--- src/hw/rtl/vwh_pkg.sv ---
// Package for the vertex weld hash table: sizes, payload structs, state enums, quantizer.
// No dependencies.
package vwh_pkg;

    localparam int TableEntries = 4096;
    localparam int SlotBits     = 12;
    localparam int CoordBits    = 48;
    localparam int IndexBits    = 12;
    localparam int CountBits    = 13;
    localparam int ShiftBits    = 6;
    localparam int QueueDepth   = 2;

    localparam logic [31:0] HashMulX = 32'd73856093;
    localparam logic [31:0] HashMulY = 32'd19349663;
    localparam logic [31:0] HashMulZ = 32'd83492791;

    localparam logic [ShiftBits-1:0] QuantShiftReset = 6'd20;

    typedef enum logic {
        ACT_WELD  = 1'b0,
        ACT_CLEAR = 1'b1
    } t_action;

    typedef struct packed {
        logic                        action;
        logic signed [CoordBits-1:0] coord_x;
        logic signed [CoordBits-1:0] coord_y;
        logic signed [CoordBits-1:0] coord_z;
    } t_in_item;

    typedef struct packed {
        logic [IndexBits-1:0] vertex_index;
        logic                 is_new;
        logic                 table_full;
    } t_out_item;

    // Classified job handed from front to back.
    typedef struct packed {
        logic                 clear;
        logic [CoordBits-1:0] key_x;
        logic [CoordBits-1:0] key_y;
        logic [CoordBits-1:0] key_z;
        logic [SlotBits-1:0]  slot;
    } t_job;

    typedef enum logic [2:0] {
        FS_IDLE,
        FS_QUANT,
        FS_MUL,
        FS_HASH,
        FS_PUSH
    } t_front_state;

    // BS_INIT sweeps the used bits after reset, BS_CLEAR does the same for a clear job
    typedef enum logic [2:0] {
        BS_IDLE,
        BS_READ,
        BS_CHECK,
        BS_CLEAR,
        BS_INIT
    } t_back_state;

    // Quantize: round magnitude half away from zero, then restore sign.
    function automatic logic [CoordBits-1:0] quantize(
        input logic [CoordBits-1:0] v,
        input logic [ShiftBits-1:0] s
    );
        logic                 neg;
        logic [CoordBits:0]   mag;
        logic [CoordBits:0]   rnd;
        logic [CoordBits:0]   key;
        neg = v[CoordBits-1];
        mag = neg ? ({1'b0, ~v} + {{CoordBits{1'b0}}, 1'b1}) : {1'b0, v};
        if (s == '0) begin
            key = mag;
        end else begin
            rnd = ({(CoordBits+1){1'b0}} | ((CoordBits+1)'(1) << (s - 6'd1)));
            key = (mag + rnd) >> s;
        end
        if (neg) begin
            key = ~key + (CoordBits+1)'(1);
        end
        return key[CoordBits-1:0];
    endfunction

endpackage

--- src/hw/rtl/vwh_queue.sv ---
// Short job queue between the front and back ends.
// Depends on vwh_pkg.
module vwh_queue import vwh_pkg::*; (
    input  logic i_clk,
    input  logic i_rst_n,
    input  logic i_push,
    input  t_job i_job,
    output logic o_ready,
    input  logic i_pop,
    output logic o_valid,
    output t_job o_job
);

    localparam int PtrBits = $clog2(QueueDepth);

    t_job               r_mem [QueueDepth];
    logic [PtrBits-1:0] r_wr, r_rd;
    logic [PtrBits:0]   r_cnt;
    logic               w_push, w_pop;

    assign o_ready = (r_cnt != (PtrBits+1)'(QueueDepth));
    assign o_valid = (r_cnt != '0);
    assign o_job   = r_mem[r_rd];
    assign w_push  = i_push && o_ready;
    assign w_pop   = i_pop && o_valid;

    always_ff @(posedge i_clk) begin
        if (w_push) begin
            r_mem[r_wr] <= i_job;
        end
    end

    // Pointers and fill count
    always_ff @(posedge i_clk) begin
        if (!i_rst_n) begin
            r_wr  <= '0;
            r_rd  <= '0;
            r_cnt <= '0;
        end else begin
            if (w_push) r_wr <= r_wr + PtrBits'(1);
            if (w_pop)  r_rd <= r_rd + PtrBits'(1);
            r_cnt <= r_cnt + (PtrBits+1)'(w_push) - (PtrBits+1)'(w_pop);
        end
    end

    assert property (@(posedge i_clk) disable iff (!i_rst_n)
        r_cnt <= (PtrBits+1)'(QueueDepth))
        else $error("queue count overflow");
    assert property (@(posedge i_clk) disable iff (!i_rst_n)
        (r_cnt == '0) |-> (r_wr == r_rd))
        else $error("empty queue with unequal pointers");
    assert property (@(posedge i_clk) disable iff (!i_rst_n)
        (w_push && !w_pop) |=> (r_cnt == $past(r_cnt) + (PtrBits+1)'(1)))
        else $error("queue count missed a push");

endmodule

--- config.mk ---
export PLATFORM = sky130hd
export DESIGN_NAME = vwh_queue
export DESIGN_NICKNAME = d
export VERILOG_FILES = /design/src/hw/rtl/vwh_pkg.sv /design/src/hw/rtl/vwh_queue.sv
export SDC_FILE = /design/constraint.sdc
export NUM_CORES = 1
export LEC_CHECK = 0
export BUFFER_PORTS_ARGS = -buffer_cell sky130_fd_sc_hd__buf_2
export CORE_MARGIN = 1
export CORE_UTILIZATION = 46
export DETAILED_ROUTE_END_ITERATION = 7
export GPL_TIMING_DRIVEN = 0
export PLACE_DENSITY_LB_ADDON = 0.05
export SETUP_SLACK_MARGIN = 0.1
export SYNTH_ARGS = -nofsm -noshare
export SYNTH_HDL_FRONTEND = slang
export SYNTH_SLANG_ARGS = --single-unit
--- constraint.sdc ---
create_clock -name i_clk -period 6.1 [get_ports i_clk]
set_input_delay 1.22 -clock i_clk [delete_from_list [all_inputs] [get_ports i_clk]]
set_output_delay 1.22 -clock i_clk [all_outputs]
set_load 0.05 [all_outputs]
---- Yosys cells after proc, flatten, opt, wreduce, memory -nomap -nowiden ----
Memories as Yosys holds them, arrays and structs flattened. A register that Yosys moved wholly into a read port is not among the register bits.
Index checks and enable logic that the tools add are counted.
word-level totals
  flip-flop bits (word level) ............. 4
  bits in writable memories ............... 314
  input port bits ......................... 161
  output and inout port bits .............. 159
  word-level logic and storage cells ...... 16
  memories ................................ 1
memories
  name   words  bits a word  rd ports  clocked after Yosys merged registers in  wr ports  line             text
  r_mem  2      157          1         1                                        1         vwh_queue.sv:16  t_job r_mem [QueueDepth];
operators by class
  $add $sub $neg .......................... 4
  equal/unequal tests ..................... 1
  multiplexer cells ....................... 4
  reductions and logical operators ........ 3
operator list
  operator               number
  $mux W1                4
  $add A1 B1 Y1 const B  2
  $add A2 B1 Y2          1
  $logic_and A1 B1 Y1    2
  $ne A2 B2 Y1 const B   1
  $reduce_bool A2 Y1     1
  $sub A2 B1 Y2          1

---- Depth between registers and ports, before layout ----
  depth after elaboration ................. 4
  gate-level depth with buffers ........... 6
  mapped depth without buffers ............ 6

---- Worst setup path after synthesis ----
No wires, ideal clock.
  path type ............................... input to register
  start ................................... input i_push
  end ..................................... memory r_mem[1][0] (netlist bit) (enable)
  setup time .............................. 0.537 ns
  arrival time ............................ 4.870 ns
  required time ........................... 5.563 ns
  slack ................................... 0.693 ns
  cell stages on the path ................. 1
  path buffers ............................ 0
  cells stage by stage .................... and3_1
between the ends
  longest elaborated chain between the ends .. 3
ends and longest elaborated chain
  element                        line             text
  start: declaration             vwh_queue.sv:6   input logic i_push,
  $logic_and A1 B1 Y1            vwh_queue.sv:24  assign w_push = i_push && o_ready;
  $mux W1                        vwh_queue.sv:28  if (w_push) begin
  $mux W1 (not written as such)  vwh_queue.sv:29  r_mem[r_wr] <= i_job;
  end: declaration               vwh_queue.sv:16
No other way between the ends.

==> results.tsv <==
metric	value	unit
run_status	finished, final reports clean	
die_area	25900	um2
htreeDepth	2	
hp-class	flop to flop	
cts.repair_timing.setup_buffer_count	0	
setup_tns	0	ns
multi_input_comb_area	1930	um2
most_used_flip_flop_cell_after_synthesis	edfxtp_1	
totalWireLength	22800	um
cts.clk_slew.worst_paths	0.06	ns
worst_hold_margin	0.595	ns
post_synth_main_area_contributors	edfxtp_1, mux2_2, buf_6, dfxtp_1, a21bo_2	
hp-start	r_rd	
grt_pass1_wl	34000	um
fin_total_pwr	6.66	mW
nFillCells	1875	
holdBufCountCts	0	
fmaxAchievable	319	MHz
cp_max_fo	10	
syn2layout_area_growth	27.2	%
post_drt_wl_per_cell	18.6	um
grt_setup_unrepaired	false	
detail_route.first_pass.iterations	4	
first_global_vias	6374	
gp_congestion	0.777	
synth_edf_count	314	
post_synth_num_cell_types	24	
clk_lat_worst_skew	0.50	ns
grt_overflow	0	
worst_setup_path_start_kind	flop	
post-synth-top-area-cell	edfxtp_1	
critPathKind	flop to output port	
placement.cell_area	13700	um2
synth.cell_area	11600	um2
post_route_cells_drive_above_1_share	0.606	
post_cts.resized_instances	0	
synthesis.instances	517	
timing.clock.skew	0.0109	ns
synth-seq-cells	319	
clockBufferDepth	3	
critPathArrivalTime	1.92	ns
pin_count	320	
crit-reg2reg-launch	r_cnt[0]	
finalSetupViolCount	0	
drcViolationCount	0	
drt_iter0_markers	270	
cts_sinks	319	
fp.dieH	161	um
initial_antenna_violation_count	8	
final_min_period_over_clock_period	0.514	
ctsRootBufferMaster	clkbuf_16	
globalRouteTotalUtil	0.174	
wp_data_required	4.88	ns
tritoncts_clock_tree	done	
synth_fp_nets	679	
endpoint_type_of_the_worst_setup_path	output port	
timing_hold_violations_final	0	
dr_total_vias	5950	
slew-limit-headroom	0.469	
final_cell_area	14800	um2
floorplan.initialDensity	0.474	
finish.net_count	1037	
worst_slew_pin_slew	0.797	ns
detail-route-antenna-nets	0	
viasPerCell	4.85	
final_max_slew_viol_count	0	
core_area	24500	um2
cap_violations	0	
synth_common_cells	edfxtp_1, mux2_2, buf_6, dfxtp_1, and2_1	
io_buffer_count	319	
synth_seq_area_share	0.819	
grt_max_degree	91	
num_rows	57	
synth-async-reset-ratio	0	
peakVddDrop	273	uV
dp_hpwl	15400	um
final-seq-area	9530	um2
numCtsBuffers	34	
chipWidth	161	um
post_synth.cell_area_avg	22.5	um2
p_leak	5.53	nW
leading_cell_type_by_number_of_instances_after_synthesis	edfxtp_1	
post-route-min-period	3.14	ns
synth.top_cell.area_share	0.811	
powerDensity	450	nW/um2
synth.yosys.warnings	0	
where the power goes:
part | total (mW) | switching [mW] | internal [mW]
sequential | 2.72 | 0.0503 | 2.67
combinational | 2.01 | 1.43 | 0.573
clock | 1.94 | 0.763 | 1.18
total | 6.66 | 2.25 | 4.42
path summary, 6_finish.rpt:
| kind | end | slack [ns] | cells past startpoint |
|---|---|---|---|
| worst min register to register | flop | 0.60 | 2 |
| worst max-delay path | o_job[41] | 2.96 | 4 |
| worst min-delay path | flop | 0.60 | 2 |
| worst max register to register | r_mem[0][145] | 3.84 | 4 |
sequential cells by signal (all words and copies together), names as in the netlist, named ones only:
register,cells
r_mem,314
r_rd,1
r_cnt,2
r_wr,1
stage by stage:
stage / instances / util / setup slack [ns]
after global placement: 1160 / 0.556 / -1.25
after detailed placement: 1163 / 0.559 / 3.08
after CTS: 1221 / 0.602 / 2.91
after global routing: 1226 / 0.603 / 2.85
after floorplan: 517 / - / 0.693
final: 1226 / 0.603 / 2.96
critical path, cell delays in order, from the launching register on:
cell     delay (ns)
dfxtp_1        0.36
buf_4          0.29
buf_6          0.20
mux2_2         0.35
buf_2          0.21
cell usage in the layout, fill, tap and decap left out, types with 2 or more instances in the layout:
cell type  netlist  layout
edfxtp_1       314     314
mux2_2         157     157
buf_16           0       2
diode_2          0       5
clkinv_1         0       8
buf_4            2       2
bufinv_16        0       2
nor2_1           2       2
clkbuf_1         0       7
nand2b_1         2       2
o21ai_0          2       2
buf_2            2     321
buf_6           13      13
clkinv_2         0       4
and2_1           3       3
clkbuf_16        0      37
a21bo_2          2       2
dfxtp_1          5       5
layer usage:
layer  GRT usage  routed length (um)  up-vias
met3      0.0642                2050       38
met5           0                  35        -
met2       0.301               11700      223
met1       0.198                8470     2888
li1            -                   -     2795
met4      0.0626                 548        6
cells by family after synthesis:
logic type                 after synthesis  synth area share
AOI/OAI and AO/OA                        7           0.00463
xor gates and xnor gates                 1          0.000753
adders and majority gates                1           0.00108
buffers and inverters                   18            0.0151
DFF                                    319             0.819
muxes                                  158             0.153
and+or+nand+nor                         13           0.00635
area by class of cell:
class / count / area share
clock inverter: 14 / 0.00744
buffer: 17 / 0.0116
timing repair buffer: 322 / 0.113
inverter: 1 / 0.000592
tap: 324 / 0.0274
sequential: 319 / 0.644
antenna: 5 / 0.000846
multi-input combinational: 180 / 0.131
clock buffer: 44 / 0.0644
No activity file was read; power rests on OpenSTA's default activity.
